===== src/hdl/rvd_pkg.sv =====
`timescale 1ns / 1ps
// ----------------------------------------------------------------------------
// rvd_pkg
// Opcode, operation and unit codes plus the decoded-result type for the
// RV32IM instruction decoder.
// ----------------------------------------------------------------------------
package rvd_pkg;

	localparam logic [6:0] OPC_LUI    = 7'h37;
	localparam logic [6:0] OPC_AUIPC  = 7'h17;
	localparam logic [6:0] OPC_JAL    = 7'h6F;
	localparam logic [6:0] OPC_JALR   = 7'h67;
	localparam logic [6:0] OPC_BRANCH = 7'h63;
	localparam logic [6:0] OPC_LOAD   = 7'h03;
	localparam logic [6:0] OPC_STORE  = 7'h23;
	localparam logic [6:0] OPC_OPIMM  = 7'h13;
	localparam logic [6:0] OPC_OP     = 7'h33;
	localparam logic [6:0] OPC_FENCE  = 7'h0F;
	localparam logic [6:0] OPC_SYSTEM = 7'h73;

	localparam logic [6:0] SLLI_F7_MASK = 7'h7E;
	localparam logic [6:0] SRXI_F7_MASK = 7'h5F;
	localparam logic [6:0] F7_BASE      = 7'h00;
	localparam logic [6:0] F7_MULDIV    = 7'h01;
	localparam logic [6:0] F7_ALT       = 7'h20;

	localparam logic [2:0] F3_ADD_SUB = 3'd0;
	localparam logic [2:0] F3_SLL     = 3'd1;
	localparam logic [2:0] F3_SRL_SRA = 3'd5;
	localparam logic [2:0] F3_FENCE_I = 3'd1;

	typedef enum logic [5:0] {
		OP_LUI = 6'd0, OP_AUIPC = 6'd1, OP_JAL = 6'd2, OP_JALR = 6'd3,
		OP_BEQ = 6'd4, OP_BNE = 6'd5, OP_BLT = 6'd6, OP_BGE = 6'd7,
		OP_BLTU = 6'd8, OP_BGEU = 6'd9,
		OP_LB = 6'd10, OP_LH = 6'd11, OP_LW = 6'd12, OP_LBU = 6'd13, OP_LHU = 6'd14,
		OP_SB = 6'd15, OP_SH = 6'd16, OP_SW = 6'd17,
		OP_ADD = 6'd18, OP_SUB = 6'd19, OP_SLL = 6'd20, OP_SLT = 6'd21,
		OP_SLTU = 6'd22, OP_XOR = 6'd23, OP_SRL = 6'd24, OP_SRA = 6'd25,
		OP_OR = 6'd26, OP_AND = 6'd27,
		OP_MUL = 6'd28, OP_MULH = 6'd29, OP_MULHSU = 6'd30, OP_MULHU = 6'd31,
		OP_DIV = 6'd32, OP_DIVU = 6'd33, OP_REM = 6'd34, OP_REMU = 6'd35,
		OP_FENCE = 6'd36, OP_FENCE_I = 6'd37, OP_ECALL = 6'd38, OP_EBREAK = 6'd39,
		OP_INVALID = 6'd40
	} op_t;

	typedef enum logic [2:0] {
		KIND_ALU = 3'd0, KIND_BRANCH = 3'd1, KIND_LOAD = 3'd2, KIND_STORE = 3'd3,
		KIND_MUL = 3'd4, KIND_DIV = 3'd5, KIND_NOP = 3'd6, KIND_TRAP = 3'd7
	} kind_t;

	typedef struct packed {
		op_t                op;
		kind_t              kind;
		logic [4:0]         rd;
		logic [4:0]         rs1;
		logic [4:0]         rs2;
		logic signed [31:0] imm;
		logic               wr;
		logic               br;
		logic               ld;
		logic               st;
		logic [31:0]        raw;
	} dec_t;

	function automatic op_t branch_op(input logic [2:0] f3);
		case (f3)
			3'd0:    branch_op = OP_BEQ;
			3'd1:    branch_op = OP_BNE;
			3'd4:    branch_op = OP_BLT;
			3'd5:    branch_op = OP_BGE;
			3'd6:    branch_op = OP_BLTU;
			3'd7:    branch_op = OP_BGEU;
			default: branch_op = OP_INVALID;
		endcase
	endfunction

	function automatic op_t load_op(input logic [2:0] f3);
		case (f3)
			3'd0:    load_op = OP_LB;
			3'd1:    load_op = OP_LH;
			3'd2:    load_op = OP_LW;
			3'd4:    load_op = OP_LBU;
			3'd5:    load_op = OP_LHU;
			default: load_op = OP_INVALID;
		endcase
	endfunction

	function automatic op_t store_op(input logic [2:0] f3);
		case (f3)
			3'd0:    store_op = OP_SB;
			3'd1:    store_op = OP_SH;
			3'd2:    store_op = OP_SW;
			default: store_op = OP_INVALID;
		endcase
	endfunction

	// shared by OP and OP-IMM; shift slots only meaningful for OP
	function automatic op_t alu_op(input logic [2:0] f3);
		case (f3)
			3'd0:    alu_op = OP_ADD;
			3'd1:    alu_op = OP_SLL;
			3'd2:    alu_op = OP_SLT;
			3'd3:    alu_op = OP_SLTU;
			3'd4:    alu_op = OP_XOR;
			3'd5:    alu_op = OP_SRL;
			3'd6:    alu_op = OP_OR;
			default: alu_op = OP_AND;
		endcase
	endfunction

	function automatic op_t muldiv_op(input logic [2:0] f3);
		case (f3)
			3'd0:    muldiv_op = OP_MUL;
			3'd1:    muldiv_op = OP_MULH;
			3'd2:    muldiv_op = OP_MULHSU;
			3'd3:    muldiv_op = OP_MULHU;
			3'd4:    muldiv_op = OP_DIV;
			3'd5:    muldiv_op = OP_DIVU;
			3'd6:    muldiv_op = OP_REM;
			default: muldiv_op = OP_REMU;
		endcase
	endfunction

endpackage


===== src/hdl/rvd_req_if.sv =====
`timescale 1ns / 1ps
// ----------------------------------------------------------------------------
// rvd_req_if
// Instruction channel: valid/ready plus the raw instruction word.
// ----------------------------------------------------------------------------
interface rvd_req_if;
	logic        valid;
	logic        ready;
	logic [31:0] instr_word;

	modport source (output valid, output instr_word, input ready);
	modport sink   (input valid, input instr_word, output ready);
endinterface


===== src/hdl/rvd_rsp_if.sv =====
`timescale 1ns / 1ps
// ----------------------------------------------------------------------------
// rvd_rsp_if
// Decoded-instruction channel: valid/ready plus the decoded fields.
// ----------------------------------------------------------------------------
interface rvd_rsp_if;
	logic               valid;
	logic               ready;
	logic [5:0]         op_code;
	logic [2:0]         unit_kind;
	logic [4:0]         dest_reg;
	logic [4:0]         src1_reg;
	logic [4:0]         src2_reg;
	logic signed [31:0] immediate;
	logic               writes_dest;
	logic               branch_flag;
	logic               load_flag;
	logic               store_flag;
	logic [31:0]        raw_echo;

	modport source (
		output valid, input ready,
		output op_code, output unit_kind, output dest_reg, output src1_reg,
		output src2_reg, output immediate, output writes_dest, output branch_flag,
		output load_flag, output store_flag, output raw_echo
	);
	modport sink (
		input valid, output ready,
		input op_code, input unit_kind, input dest_reg, input src1_reg,
		input src2_reg, input immediate, input writes_dest, input branch_flag,
		input load_flag, input store_flag, input raw_echo
	);
endinterface


===== src/hdl/rvd_decode.sv =====
`timescale 1ns / 1ps
// ----------------------------------------------------------------------------
// rvd_decode
// Combinational RV32IM decode of one instruction word into dec_t.
// ----------------------------------------------------------------------------
module rvd_decode
	import rvd_pkg::*;
(
	input  logic [31:0] word,
	output dec_t        dec
);

	logic [6:0] opc;
	logic [2:0] f3;
	logic [6:0] f7;
	logic signed [31:0] imm_i, imm_s, imm_b, imm_j, imm_u;

	assign opc = word[6:0];
	assign f3  = word[14:12];
	assign f7  = word[31:25];

	assign imm_i = {{20{word[31]}}, word[31:20]};
	assign imm_s = {{20{word[31]}}, word[31:25], word[11:7]};
	assign imm_b = {{19{word[31]}}, word[31], word[7], word[30:25], word[11:8], 1'b0};
	assign imm_j = {{11{word[31]}}, word[31], word[19:12], word[20], word[30:21], 1'b0};
	assign imm_u = {word[31:12], 12'd0};

	dec_t d;

	always_comb begin
		d      = '0;
		d.op   = OP_INVALID;
		d.kind = KIND_TRAP;
		d.rd   = word[11:7];
		d.rs1  = word[19:15];
		d.rs2  = word[24:20];
		d.raw  = word;

		case (opc)
			OPC_LUI, OPC_AUIPC: begin
				d.op   = (opc == OPC_LUI) ? OP_LUI : OP_AUIPC;
				d.kind = KIND_ALU;
				d.imm  = imm_u;
				d.rs1  = '0;
				d.rs2  = '0;
				d.wr   = 1'b1;
			end
			OPC_JAL: begin
				d.op   = OP_JAL;
				d.kind = KIND_BRANCH;
				d.imm  = imm_j;
				d.rs1  = '0;
				d.rs2  = '0;
				d.br   = 1'b1;
				d.wr   = 1'b1;
			end
			OPC_JALR: begin
				if (f3 == F3_ADD_SUB) begin
					d.op   = OP_JALR;
					d.kind = KIND_BRANCH;
					d.imm  = imm_i;
					d.rs2  = '0;
					d.br   = 1'b1;
					d.wr   = 1'b1;
				end
			end
			OPC_BRANCH: begin
				d.op   = branch_op(f3);
				d.kind = KIND_BRANCH;
				d.imm  = imm_b;
				d.rd   = '0;
				d.br   = 1'b1;
			end
			OPC_LOAD: begin
				d.op   = load_op(f3);
				d.kind = KIND_LOAD;
				d.imm  = imm_i;
				d.rs2  = '0;
				d.ld   = 1'b1;
				d.wr   = 1'b1;
			end
			OPC_STORE: begin
				d.op   = store_op(f3);
				d.kind = KIND_STORE;
				d.imm  = imm_s;
				d.rd   = '0;
				d.st   = 1'b1;
			end
			OPC_OPIMM: begin
				d.kind = KIND_ALU;
				d.rs2  = '0;
				d.wr   = 1'b1;
				case (f3)
					F3_SLL: begin
						d.imm = {27'd0, word[24:20]};
						if ((f7 & SLLI_F7_MASK) == F7_BASE)
							d.op = OP_SLL;
					end
					F3_SRL_SRA: begin
						d.imm = {27'd0, word[24:20]};
						if ((f7 & SRXI_F7_MASK) == F7_BASE)
							d.op = f7[5] ? OP_SRA : OP_SRL;
					end
					default: begin
						d.imm = imm_i;
						d.op  = alu_op(f3);
					end
				endcase
			end
			OPC_OP: begin
				d.wr = 1'b1;
				if (f7 == F7_MULDIV) begin
					d.op   = muldiv_op(f3);
					d.kind = f3[2] ? KIND_DIV : KIND_MUL;
				end else if (f7 == F7_BASE) begin
					d.op   = alu_op(f3);
					d.kind = KIND_ALU;
				end else if (f7 == F7_ALT && f3 == F3_ADD_SUB) begin
					d.op   = OP_SUB;
					d.kind = KIND_ALU;
				end else if (f7 == F7_ALT && f3 == F3_SRL_SRA) begin
					d.op   = OP_SRA;
					d.kind = KIND_ALU;
				end
			end
			OPC_FENCE: begin
				if (f3 inside {F3_ADD_SUB, F3_FENCE_I}) begin
					d.op   = (f3 == F3_FENCE_I) ? OP_FENCE_I : OP_FENCE;
					d.kind = KIND_NOP;
					d.rd   = '0;
					d.rs1  = '0;
					d.rs2  = '0;
				end
			end
			OPC_SYSTEM: begin
				if (f3 == F3_ADD_SUB && word[31:21] == 11'd0) begin
					d.op   = word[20] ? OP_EBREAK : OP_ECALL;
					d.kind = KIND_TRAP;
					d.rd   = '0;
					d.rs1  = '0;
					d.rs2  = '0;
				end
			end
			default: ;
		endcase

		// unknown encodings keep only the raw word
		if (d.op == OP_INVALID) begin
			d      = '0;
			d.op   = OP_INVALID;
			d.kind = KIND_TRAP;
			d.raw  = word;
		end
		if (d.rd == 5'd0)
			d.wr = 1'b0;
	end

	assign dec = d;

endmodule


===== src/hdl/rv32im_instruction_decoder_top.sv =====
`timescale 1ns / 1ps
// ----------------------------------------------------------------------------
// rv32im_instruction_decoder_top
// RV32IM instruction decoder: input register, decode logic, result register.
//
//   channel   dir   payload
//   req       in    instr_word
//   rsp       out   op_code, unit_kind, dest/src regs, immediate, flags, raw_echo
//
// An accepted req beat passes the input register, then the result register,
// to rsp; one beat per cycle sustained while rsp is ready. The registers form
// a two-deep pipeline, so req stays ready while a result waits on a stalled
// rsp until both stages are full. Reset clears only the stage valid bits.
// ----------------------------------------------------------------------------
module rv32im_instruction_decoder_top
	import rvd_pkg::*;
(
	input logic  clk,
	input logic  arst_n,
	rvd_req_if.sink   req,
	rvd_rsp_if.source rsp
);

	logic        v_s1;
	logic [31:0] instr_s1;
	logic        v_s2;
	dec_t        dec_s2;
	dec_t        dec_comb;
	logic        open_s2;

	assign open_s2   = !v_s2 || rsp.ready;
	assign req.ready = !v_s1 || open_s2;

	always_ff @(posedge clk or negedge arst_n) begin
		if (!arst_n) begin
			v_s1 <= 1'b0;
		end else if (req.ready) begin
			v_s1 <= req.valid;
		end
	end

	always_ff @(posedge clk) begin
		if (req.ready && req.valid)
			instr_s1 <= req.instr_word;
	end

	rvd_decode u_decode (
		.word (instr_s1),
		.dec  (dec_comb)
	);

	always_ff @(posedge clk or negedge arst_n) begin
		if (!arst_n) begin
			v_s2 <= 1'b0;
		end else if (open_s2) begin
			v_s2 <= v_s1;
		end
	end

	always_ff @(posedge clk) begin
		if (open_s2 && v_s1)
			dec_s2 <= dec_comb;
	end

	assign rsp.valid       = v_s2;
	assign rsp.op_code     = dec_s2.op;
	assign rsp.unit_kind   = dec_s2.kind;
	assign rsp.dest_reg    = dec_s2.rd;
	assign rsp.src1_reg    = dec_s2.rs1;
	assign rsp.src2_reg    = dec_s2.rs2;
	assign rsp.immediate   = dec_s2.imm;
	assign rsp.writes_dest = dec_s2.wr;
	assign rsp.branch_flag = dec_s2.br;
	assign rsp.load_flag   = dec_s2.ld;
	assign rsp.store_flag  = dec_s2.st;
	assign rsp.raw_echo    = dec_s2.raw;

endmodule

===== src/flat_wrapper.sv =====
// flat-port wrapper written by rule: the top's interface ports become plain ports
module rv32im_instruction_decoder_top_flat import rvd_pkg::*;
  (clk, arst_n, req_valid, req_instr_word, req_ready, rsp_valid, rsp_ready, rsp_op_code, rsp_unit_kind, rsp_dest_reg, rsp_src1_reg, rsp_src2_reg, rsp_immediate, rsp_writes_dest, rsp_branch_flag, rsp_load_flag, rsp_store_flag, rsp_raw_echo);
  rvd_req_if req_i ();
  rvd_rsp_if rsp_i ();
  input logic clk;
  input logic arst_n;
  input wire logic [$bits(req_i.valid)-1:0] req_valid;
  input wire logic [$bits(req_i.instr_word)-1:0] req_instr_word;
  output wire logic [$bits(req_i.ready)-1:0] req_ready;
  output wire logic [$bits(rsp_i.valid)-1:0] rsp_valid;
  input wire logic [$bits(rsp_i.ready)-1:0] rsp_ready;
  output wire logic [$bits(rsp_i.op_code)-1:0] rsp_op_code;
  output wire logic [$bits(rsp_i.unit_kind)-1:0] rsp_unit_kind;
  output wire logic [$bits(rsp_i.dest_reg)-1:0] rsp_dest_reg;
  output wire logic [$bits(rsp_i.src1_reg)-1:0] rsp_src1_reg;
  output wire logic [$bits(rsp_i.src2_reg)-1:0] rsp_src2_reg;
  output wire logic [$bits(rsp_i.immediate)-1:0] rsp_immediate;
  output wire logic [$bits(rsp_i.writes_dest)-1:0] rsp_writes_dest;
  output wire logic [$bits(rsp_i.branch_flag)-1:0] rsp_branch_flag;
  output wire logic [$bits(rsp_i.load_flag)-1:0] rsp_load_flag;
  output wire logic [$bits(rsp_i.store_flag)-1:0] rsp_store_flag;
  output wire logic [$bits(rsp_i.raw_echo)-1:0] rsp_raw_echo;
  assign req_i.valid = req_valid;
  assign req_i.instr_word = req_instr_word;
  assign req_ready = req_i.ready;
  assign rsp_valid = rsp_i.valid;
  assign rsp_i.ready = rsp_ready;
  assign rsp_op_code = rsp_i.op_code;
  assign rsp_unit_kind = rsp_i.unit_kind;
  assign rsp_dest_reg = rsp_i.dest_reg;
  assign rsp_src1_reg = rsp_i.src1_reg;
  assign rsp_src2_reg = rsp_i.src2_reg;
  assign rsp_immediate = rsp_i.immediate;
  assign rsp_writes_dest = rsp_i.writes_dest;
  assign rsp_branch_flag = rsp_i.branch_flag;
  assign rsp_load_flag = rsp_i.load_flag;
  assign rsp_store_flag = rsp_i.store_flag;
  assign rsp_raw_echo = rsp_i.raw_echo;
  rv32im_instruction_decoder_top u_core (.clk(clk), .arst_n(arst_n), .req(req_i), .rsp(rsp_i));
endmodule

===== config.mk =====
export PLATFORM = sky130hd
export DESIGN_NAME = rv32im_instruction_decoder_top_flat
export DESIGN_NICKNAME = d
export VERILOG_FILES = /design/src/hdl/rvd_pkg.sv /design/src/hdl/rvd_req_if.sv /design/src/hdl/rvd_rsp_if.sv /design/src/hdl/rvd_decode.sv /design/src/hdl/rv32im_instruction_decoder_top.sv /design/src/flat_wrapper.sv
export SDC_FILE = /design/constraint.sdc
export NUM_CORES = 1
export LEC_CHECK = 0
export BUFFER_PORTS_ARGS = -buffer_cell sky130_fd_sc_hd__buf_2
export CAP_MARGIN = 20
export CORE_MARGIN = 1
export CORE_UTILIZATION = 48
export CTS_CLUSTER_SIZE = 14
export DETAILED_ROUTE_END_ITERATION = 12
export PLACE_DENSITY = 0.76
export SYNTH_ARGS = -nofsm -noshare
export SYNTH_HDL_FRONTEND = slang
export SYNTH_SLANG_ARGS = --single-unit

===== constraint.sdc =====
create_clock -name clk -period 3.2 [get_ports clk]
set_input_delay 0.64 -clock clk [delete_from_list [all_inputs] [get_ports clk]]
set_output_delay 0.64 -clock clk [all_outputs]
set_load 0.005 [all_outputs]

==> flow_summary.json, run 1 <==
{
  "cts_tree": "built",
  "yosys_warnings": 0,
  "hold_start": "req_instr_word[22]",
  "io_buffer_count": 129,
  "hold_path.class": "input pin to register",
  "yosysUniqueCellTypes": 50,
  "clock_path_buffers": 2,
  "wirelength_um": 13300,
  "skew_ns": 0.0100,
  "grt_remaining_overflow": 0,
  "grt_max_degree": 56,
  "core.rowCount": 38,
  "slew_viol_final": 0,
  "r2r_slack_ns": 0.1,
  "syn_to_final_growth_pct": 27.2,
  "core_sq_mm": 0.0108,
  "r2r_start": "u_core.instr_s1[29]",
  "die_area_sq_mm": 0.0115,
  "use_met2": 0.381,
  "synth_edf_count": 124,
  "setup.worst_path.class": "register to register",
  "first_pass_iters": 5,
  "grt_use_met1": 0.337,
  "arrival_ns": 3.37,
  "post-place-ws_ns": 0.128,
  "synth_area_sq_mm": 0.00533,
  "worst_pin_slew_ns": 0.823,
  "grt.busiest_layer": "met2",
  "ys_seq_area_frac": 0.707,
  "num_antenna_cells": 0,
  "setup_slack_ns": 0.0984,
  "dp.final_hpwl_um": 9090,
  "async_flop_share": 0.0159,
  "antenna_found_initial": 0,
  "fin_crit_ns": 3.10,
  "postCtsSetupRepairBufs": 0,
  "grt_pass1_vias": 3833,
  "tns_ns": 0,
  "numCtsBuffers": 17,
  "wl_per_cell_um": 18.5,
  "synth_flop_cell": "edfxtp_1",
  "place_congestion": 0.911,
  "ys_ff_latch": 126,
  "vias": 4083,
  "finalHoldViolations": 0,
  "synth_area_leader_cell": "edfxtp_1",
  "syn_inst": 423,
  "startpoint": "u_core.instr_s1[29]",
  "cp.required_ns": 3.47,
  "slew_headroom": 0.451,
  "io_pins": 130,
  "final_cells": 720,
  "crit_fanout": 10,
  "min_period_over_period": 0.969,
  "use_met3": 0.0490,
  "clock-sinks": 126,
  "htree_levels": 4,
  "max_cap_violations": 0,
  "yosysTopAreaCellShare": 0.698,
  "fmax_mhz": 322,
  "syn_avg_cell_area_sq_um": 12.6,
  "grt_pass1_wl_um": 20700,
  "crit_path_end_kind": "register",
  "root_buffer": "clkbuf_8",
  "r2r-end": "u_core.rsp.unit_kind[0]",
  "final_net_count": 603,
  "initial_utilization": 0.492,
  "reg2regPathDepth": 7,
  "vdd_ir_drop_max_mv": 0.414,
  "initialDrtViolationCount": 326,
  "p_leak_uw": 0.00261,
  "crit_path_end": "u_core.rsp.unit_kind[0]",
  "synth_nets": 459,
  "power_density_mw_per_mm2": 598,
  "run_status": "finished clean",
  "die_y_um": 107,
  "synth.area.top_cells": "edfxtp_1 70%, nand2_1 4.2%, a21oi_1 3.1%, nor2_1 3.0%, clkbuf_1 1.7%",
  "setup_viol": 0,
  "vias_per_cell": 5.67,
  "startpoint_type": "register",
  "drc": 0,
  "grt.total_usage": 0.247,
  "worst_skew_pair.late_latency_ns": 0.53,
  "rsz0062_at_grt": "no",
  "drive_gt1_frac": 0.333,
  "chipWidth_um": 107,
  "placed_cells": 687,
  "ant_nets": 0,
  "clk_pin_slew_worst_paths_ns": 0.06
}
## power by group
group | internal (uW) | switching [uW]
clock network | 1020 | 701
logic | 128 | 200
registers | 1950 | 59.5
total | 3100 | 960
## timing repair
item | in CTS | in global routing
hold buffers | 1 | 0
hold endpoints to repair | 2 | 0
setup endpoints to repair | 0 | 0
resized for setup | 0 | 0
## synth_stat cells, types with 2 or more instances
master / number
nor4_1: 5
and3_1: 3
o32a_1: 2
a22oi_1: 6
nand3_1: 11
a31oi_1: 2
nand4b_1: 2
or4_4: 2
dfrtp_1: 2
o31ai_1: 2
o2111ai_1: 2
or3_1: 5
nand2_1: 60
a21oi_1: 33
inv_1: 6
and2_1: 3
o22ai_1: 3
nor2_1: 43
buf_1: 2
clkbuf_1: 24
a41oi_1: 2
and3b_1: 2
nand3b_1: 4
edfxtp_1: 124
nor3_1: 10
nand4_1: 4
o21ai_0: 15
nand4bb_1: 2
o221ai_1: 2
or2_2: 4
nand2b_1: 11
or4_1: 2
nor2b_1: 5
a21o_1: 2
## cells in the final DEF (no fill, tap or decap), types with 4 or more instances in the layout
| cell type | instances |
|---|---|
| or2_2 | 4 |
| a21oi_1 | 33 |
| o21ai_0 | 15 |
| nand2b_1 | 11 |
| nor2b_1 | 5 |
| nor2_1 | 43 |
| edfxtp_1 | 124 |
| inv_1 | 6 |
| buf_4 | 20 |
| a22oi_1 | 6 |
| nand4_1 | 4 |
| buf_2 | 129 |
| nor4_1 | 5 |
| clkbuf_16 | 16 |
| nor3_1 | 10 |
| nand3_1 | 11 |
| or3_1 | 5 |
| nand3b_1 | 4 |
| nand2_1 | 60 |
## routing by layer
metal | vias to the layer above | part of all wire
li1 | 1883 | -
met1 | 1994 | 0.44
met2 | 186 | 0.48
met3 | 20 | 0.062
met4 | 0 | 0.019
met5 | - | 0
## kinds of logic (layout without fill, tap and decap cells)
family                 Yosys count  count (layout)  share of synthesized area
AO/OA/AOI/OAI                   81              81                     0.0969
XOR/XNOR                         1               1                    0.00164
multiplexers                     1               1                    0.00211
flip-flops                     126             126                      0.707
AND/OR/NAND/NOR                182             182                      0.169
buffers and inverters           32             189                     0.0225
## metrics by stage
step                hold slack [ns]  area (sq um)  utilization  power (uW)
CTS                           0.248          6780        0.626        4090
global route                  0.268          6780        0.626        4190
finish                        0.281          6780        0.626        4060
global placement              0.424          6240        0.575        2360
floorplan                     0.344          5340            -        2180
detailed placement            0.428          6240        0.575        2370
## cell type report
type / instances / area [sq um]
inverter: 6 / 22.5
clock buffer: 18 / 418
clock inverter: 14 / 119
multi-input combinational: 265 / 1450
fill: 860 / 4060
tap: 140 / 175
sequential: 126 / 3770
timing repair buffer: 151 / 826
## worst min-delay path by stage
stage,end,depth (start not counted),slack [ns]
2_1_floorplan,u_core.rsp.valid,0,0.34
5_1_grt,u_core.instr_s1[31],1,0.27
4_1_cts,u_core.instr_s1[22],1,0.25
3_3_place_gp,u_core.rsp.valid,1,0.42
6_report,u_core.instr_s1[22],1,0.28
3_5_place_dp,u_core.v_s1,1,0.43
## critical path, cell delays in order, from the launching register on
cell and delay, ns:
edfxtp_1 0.45, or4_4 0.58, or3_1 0.38, a32o_1 0.24
or4_4 0.52, a21boi_4 0.16, buf_4 0.16, or3_1 0.35
(Power assumes the default switching activity.)
==> run 2, diff against run 1 <==
- CORE_UTILIZATION: 48 -> 57
- PLACE_DENSITY: 0.76 -> default
- PLACE_DENSITY_LB_ADDON: default -> 0.3
- clock period: 3.2 -> 3.69 ns (I/O delays scaled with it)
==> run 2 against run 1 <==
Wire length decreased by 1.0%. Clock power decreased by 12%. Clock-buffer cell count unchanged. Design area decreased by 1.3%. Core utilization increased by 13 points. Die area decreased by 16%. Highest routed layer unchanged. Sequential cell count unchanged. Clock skew about the same. Fmax decreased by 2.2%. Critical path type unchanged. Combinational power decreased by 15%. Critical path depth decreased by 1. Non-clock buffer count decreased by 7.
==> flow_summary.json, run 2 (synthesis results as in run 1) <==
{
  "htree_levels": 4,
  "p_seq_frac": 0.492,
  "final_net_count": 596,
  "ant_nets": 0,
  "grt_pass1_vias": 4022,
  "placed_cells": 648,
  "die_y_um": 98.7,
  "die_area_sq_mm": 0.00975,
  "power.switching_uw": 849,
  "antenna_found_initial": 0,
  "p_int_uw": 2690,
  "startpoint_type": "register",
  "root_buffer": "clkbuf_8",
  "wirelength_um": 13200,
  "syn_to_final_growth_pct": 25.5,
  "cp_common_cell": "or4_4",
  "clock_path_buffers": 2,
  "grt_remaining_overflow": 0,
  "io_pins": 130,
  "layout_common_cells": "129 x buf_2, 124 x edfxtp_1, 60 x nand2_1, 43 x nor2_1, 33 x a21oi_1",
  "vias": 4058,
  "hold_path.class": "input pin to register",
  "numCtsBuffers": 17,
  "power_frac_comb": 0.079,
  "cts_hold_buf": 1,
  "clk_pin_slew_worst_paths_ns": 0.06,
  "grt_max_degree": 48,
  "swShare": 0.240,
  "setup_slack_ns": 0.519,
  "crit_fanout": 10,
  "vias_per_cell": 5.96,
  "chipWidth_um": 98.7,
  "first_pass_iters": 5,
  "finalHoldViolations": 0,
  "power_density_mw_per_mm2": 528,
  "cp_slowest_cell": "or4_4",
  "place_congestion": 0.916,
  "cts_resized": 0,
  "vdd_ir_drop_max_mv": 0.334,
  "initialDrtViolationCount": 274,
  "run_status": "finished clean",
  "placedInstanceArea_sq_mm": 0.00614,
  "grt.total_usage": 0.289,
  "slowest_delay_ns": 0.58,
  "fmax_mhz": 315,
  "arrival_ns": 3.41,
  "worst_skew_pair.late_latency_ns": 0.52,
  "max_cap_violations": 0,
  "fin_crit_ns": 3.17,
  "slew_viol_final": 0,
  "setup_viol": 0,
  "final_area_sq_mm": 0.00669,
  "cp.required_ns": 3.93,
  "postCtsSetupRepairBufs": 0,
  "final_cells": 681,
  "clkPwrFrac": 0.429,
  "min_period_over_period": 0.859,
  "num_antenna_cells": 0,
  "skew_ns": 0.0105,
  "worst_pin_slew_ns": 0.876,
  "setup.worst_path.class": "register to register",
  "drive_gt1_frac": 0.326,
  "slew_headroom": 0.416,
  "mostFrequentLayoutCell": "buf_2",
  "io_buffer_count": 129,
  "grt_pass1_wl_um": 20800,
  "crit_path_end_kind": "register",
  "post-place-ws_ns": 0.563,
  "core.rowCount": 34,
  "p_leak_uw": 0.00259,
  "wl_per_cell_um": 19.4,
  "tns_ns": 0,
  "dp.final_hpwl_um": 8610,
  "cts_tree": "built",
  "initial_utilization": 0.600,
  "rsz0062_at_grt": "no",
  "core_sq_mm": 0.00889,
  "drc": 0,
  "clock-sinks": 126,
  "path_cells": "or4_4, or3_1, a32o_1, or4_4, a21boi_4, or4_1"
}
run 2: cell types whose count changed in the layout (fill, tap and decap cells not counted):
| cell | change |
|---|---|
| buf_4 | -7 |
| clkinv_1 | -1 |
| clkinvlp_4 | -1 |
| clkinv_2 | +1 |
| clkinv_4 | +1 |
run 2: worst paths after layout:
check,to,slack [ns],depth (start not counted),from
hold / removal,u_core.instr_s1[14],0.39,1,req_instr_word[14]
setup / recovery,u_core.rsp.unit_kind[1],0.52,6,u_core.instr_s1[29]
min in group asynchronous,u_core.v_s1,0.55,2,arst_n
hold reg to reg,u_core.rsp.raw_echo[18],0.47,0,u_core.instr_s1[18]
max in group asynchronous,u_core.rsp.valid,3.03,2,arst_n
setup reg to reg,u_core.rsp.unit_kind[1],0.52,6,u_core.instr_s1[29]
run 2: through the flow:
| stage | utilization | hold slack [ns] | total power (uW) |
|---|---|---|---|
| final | 0.753 | 0.393 | 3540 |
| after global routing | 0.753 | 0.372 | 3640 |
| after CTS | 0.753 | 0.379 | 3550 |
| after detailed placement | 0.691 | 0.461 | 2040 |
| after global placement | 0.691 | 0.462 | 2030 |
| after floorplan | - | 0.424 | 1900 |
run 2: worst max-delay path: cells and delay by family (launching register included):
| kind | cells | cell delay, ns |
|---|---|---|
| AO/OA/AOI/OAI | 2 | 0.44 |
| flip-flops | 1 | 0.43 |
| AND/OR/NAND/NOR | 4 | 2.03 |
run 2: layer usage:
layer  vias up  wire length [um]  GRT usage
li1       1860                 -          -
met1      1941              5480      0.381
met2       226              6410      0.456
met3        31               999     0.0674
met4         0               313      0.144
met5         -                 0          0
run 2: power groups by stage:
stage	registers [uW]	clock network [uW]	logic, uW
floorplan	1770	0	131
global placement	1760	0	271
detailed placement	1760	0	277
CTS	1740	1530	280
global route	1750	1590	305
finish	1740	1520	280
run 2: final cells by class:
type,instances,area (sq um)
tap,108,135
inverter,6,22.5
clock inverter,14,121
clock buffer,18,418
sequential,126,3770
multi-input combinational,265,1450
timing repair buffer,144,773
fill,567,2200
==> run 3, diff against run 2 <==
- PLACE_DENSITY_LB_ADDON: 0.3 -> 0.08
==> run 3 against run 2 <==
Design area is 0.32% lower. Critical endpoint unchanged. Core utilization is 0.24 points lower. Power is 0.69% lower. Largest cell class unchanged. Final cell count is 0.15% lower. Sequential power hardly changed. Clock power hardly changed.
==> flow_summary.json, run 3 (synthesis results as in run 1) <==
{
  "vias_per_cell": 5.95,
  "slowest_delay_ns": 0.62,
  "io_buffer_count": 129,
  "chipWidth_um": 98.7,
  "core_sq_mm": 0.00889,
  "drive_gt1_frac": 0.315,
  "numCtsBuffers": 17,
  "antenna_found_initial": 0,
  "vdd_ir_drop_max_mv": 0.466,
  "crit_path_end_kind": "register",
  "dp.final_hpwl_um": 8620,
  "place_congestion": 0.928,
  "slew_viol_final": 0,
  "grt_max_degree": 46,
  "clk_pin_slew_worst_paths_ns": 0.06,
  "setup_viol": 0,
  "placed_cells": 647,
  "layout_common_cells": "129 x buf_2, 124 x edfxtp_1, 60 x nand2_1, 43 x nor2_1, 33 x a21oi_1",
  "hold_path.class": "input pin to register",
  "wirelength_um": 12900,
  "first_pass_iters": 5,
  "tns_ns": 0,
  "cts_tree": "built",
  "final_cells": 680,
  "wl_per_cell_um": 18.9,
  "run_status": "finished clean",
  "clock-sinks": 126,
  "total_power_uw": 3510,
  "core.rowCount": 34,
  "clock_path_buffers": 2,
  "ant_nets": 0,
  "mostFrequentLayoutCell": "buf_2",
  "max_cap_violations": 0,
  "setup.worst_path.class": "register to register",
  "die_area_sq_mm": 0.00975,
  "htree_levels": 4,
  "fill_cells": 577,
  "root_buffer": "clkbuf_8",
  "fin_crit_ns": 3.17,
  "crit_fanout": 10,
  "cp.required_ns": 3.94,
  "arrival_ns": 3.42,
  "initialDrtViolationCount": 333,
  "rsz0062_at_grt": "no",
  "die_y_um": 98.7,
  "slew_headroom": 0.411,
  "vias": 4049,
  "grt.total_usage": 0.278,
  "syn_to_final_growth_pct": 25.1,
  "multi_input_area_sq_mm": 0.00144,
  "path_delay_family": "simple AND/OR/NAND/NOR gates",
  "grt_remaining_overflow": 0,
  "post-place-ws_ns": 0.564,
  "fmax_mhz": 316,
  "initial_utilization": 0.600,
  "grt_pass1_vias": 3904,
  "cp_slowest_cell": "nor4_1",
  "path_cells": "or4_4, nor2_1, a41oi_1, nor4_1, a21boi_4, or4_1",
  "p_leak_uw": 0.00257,
  "num_antenna_cells": 0,
  "min_period_over_period": 0.859,
  "setup_slack_ns": 0.521,
  "grt_pass1_wl_um": 20000,
  "worst_pin_slew_ns": 0.884,
  "final_net_count": 595,
  "seqCellArea_sq_mm": 0.00377,
  "power_density_mw_per_mm2": 526,
  "skew_ns": 0.0101,
  "io_pins": 130,
  "finalHoldViolations": 0,
  "drc": 0,
  "startpoint_type": "register",
  "worst_skew_pair.late_latency_ns": 0.52,
  "crit_buf_inv": 0
}
run 3: power by group:
| group | total (uW) | switching (uW) | internal (uW) |
|---|---|---|---|
| Combinational | 270 | 165 | 106 |
| Clock | 1490 | 567 | 927 |
| Sequential | 1750 | 57.1 | 1690 |
| Total | 3510 | 789 | 2720 |
run 3: path summary, 6_finish.rpt:
path / cells after the start / end / slack [ns] / from
min in group asynchronous: 2 / u_core.rsp.valid / 0.54 / arst_n
hold reg to reg: 0 / u_core.rsp.raw_echo[19] / 0.47 / u_core.instr_s1[19]
setup / recovery: 6 / u_core.rsp.unit_kind[1] / 0.52 / u_core.instr_s1[29]
setup reg to reg: 6 / u_core.rsp.unit_kind[1] / 0.52 / u_core.instr_s1[29]
hold / removal: 1 / u_core.instr_s1[2] / 0.39 / req_instr_word[2]
max in group asynchronous: 2 / u_core.v_s1 / 3.06 / arst_n
run 3: final cells by class:
| cell class | instances | area share |
|---|---|---|
| repair buffers | 143 | 0.115 |
| clock inverters | 6 | 0.00956 |
| flip-flops and latches | 126 | 0.566 |
| well taps | 108 | 0.0203 |
| clock buffers | 26 | 0.0701 |
| multi-input cells | 265 | 0.216 |
| inverters | 6 | 0.00338 |
run 3: timing repair:
action	CTS	global route
gates resized for setup	0	0
hold endpoints to repair	2	0
hold buffers	1	0
setup buffers	0	0
run 3: per-stage QoR:
stage                     hold slack (ns)  cell area [sq um]   util
after floorplan                     0.424               5330      -
after detailed placement            0.461               6130  0.690
final                               0.390               6670  0.750
after global placement              0.460               6130  0.690
after global routing                0.371               6670  0.750
after CTS                           0.369               6670  0.750
run 3: per-layer routing:
metal	global-route usage	share of wire
met2	0.438	0.48
met4	0.123	0.021
met5	0	0
met1	0.362	0.42
met3	0.0809	0.082
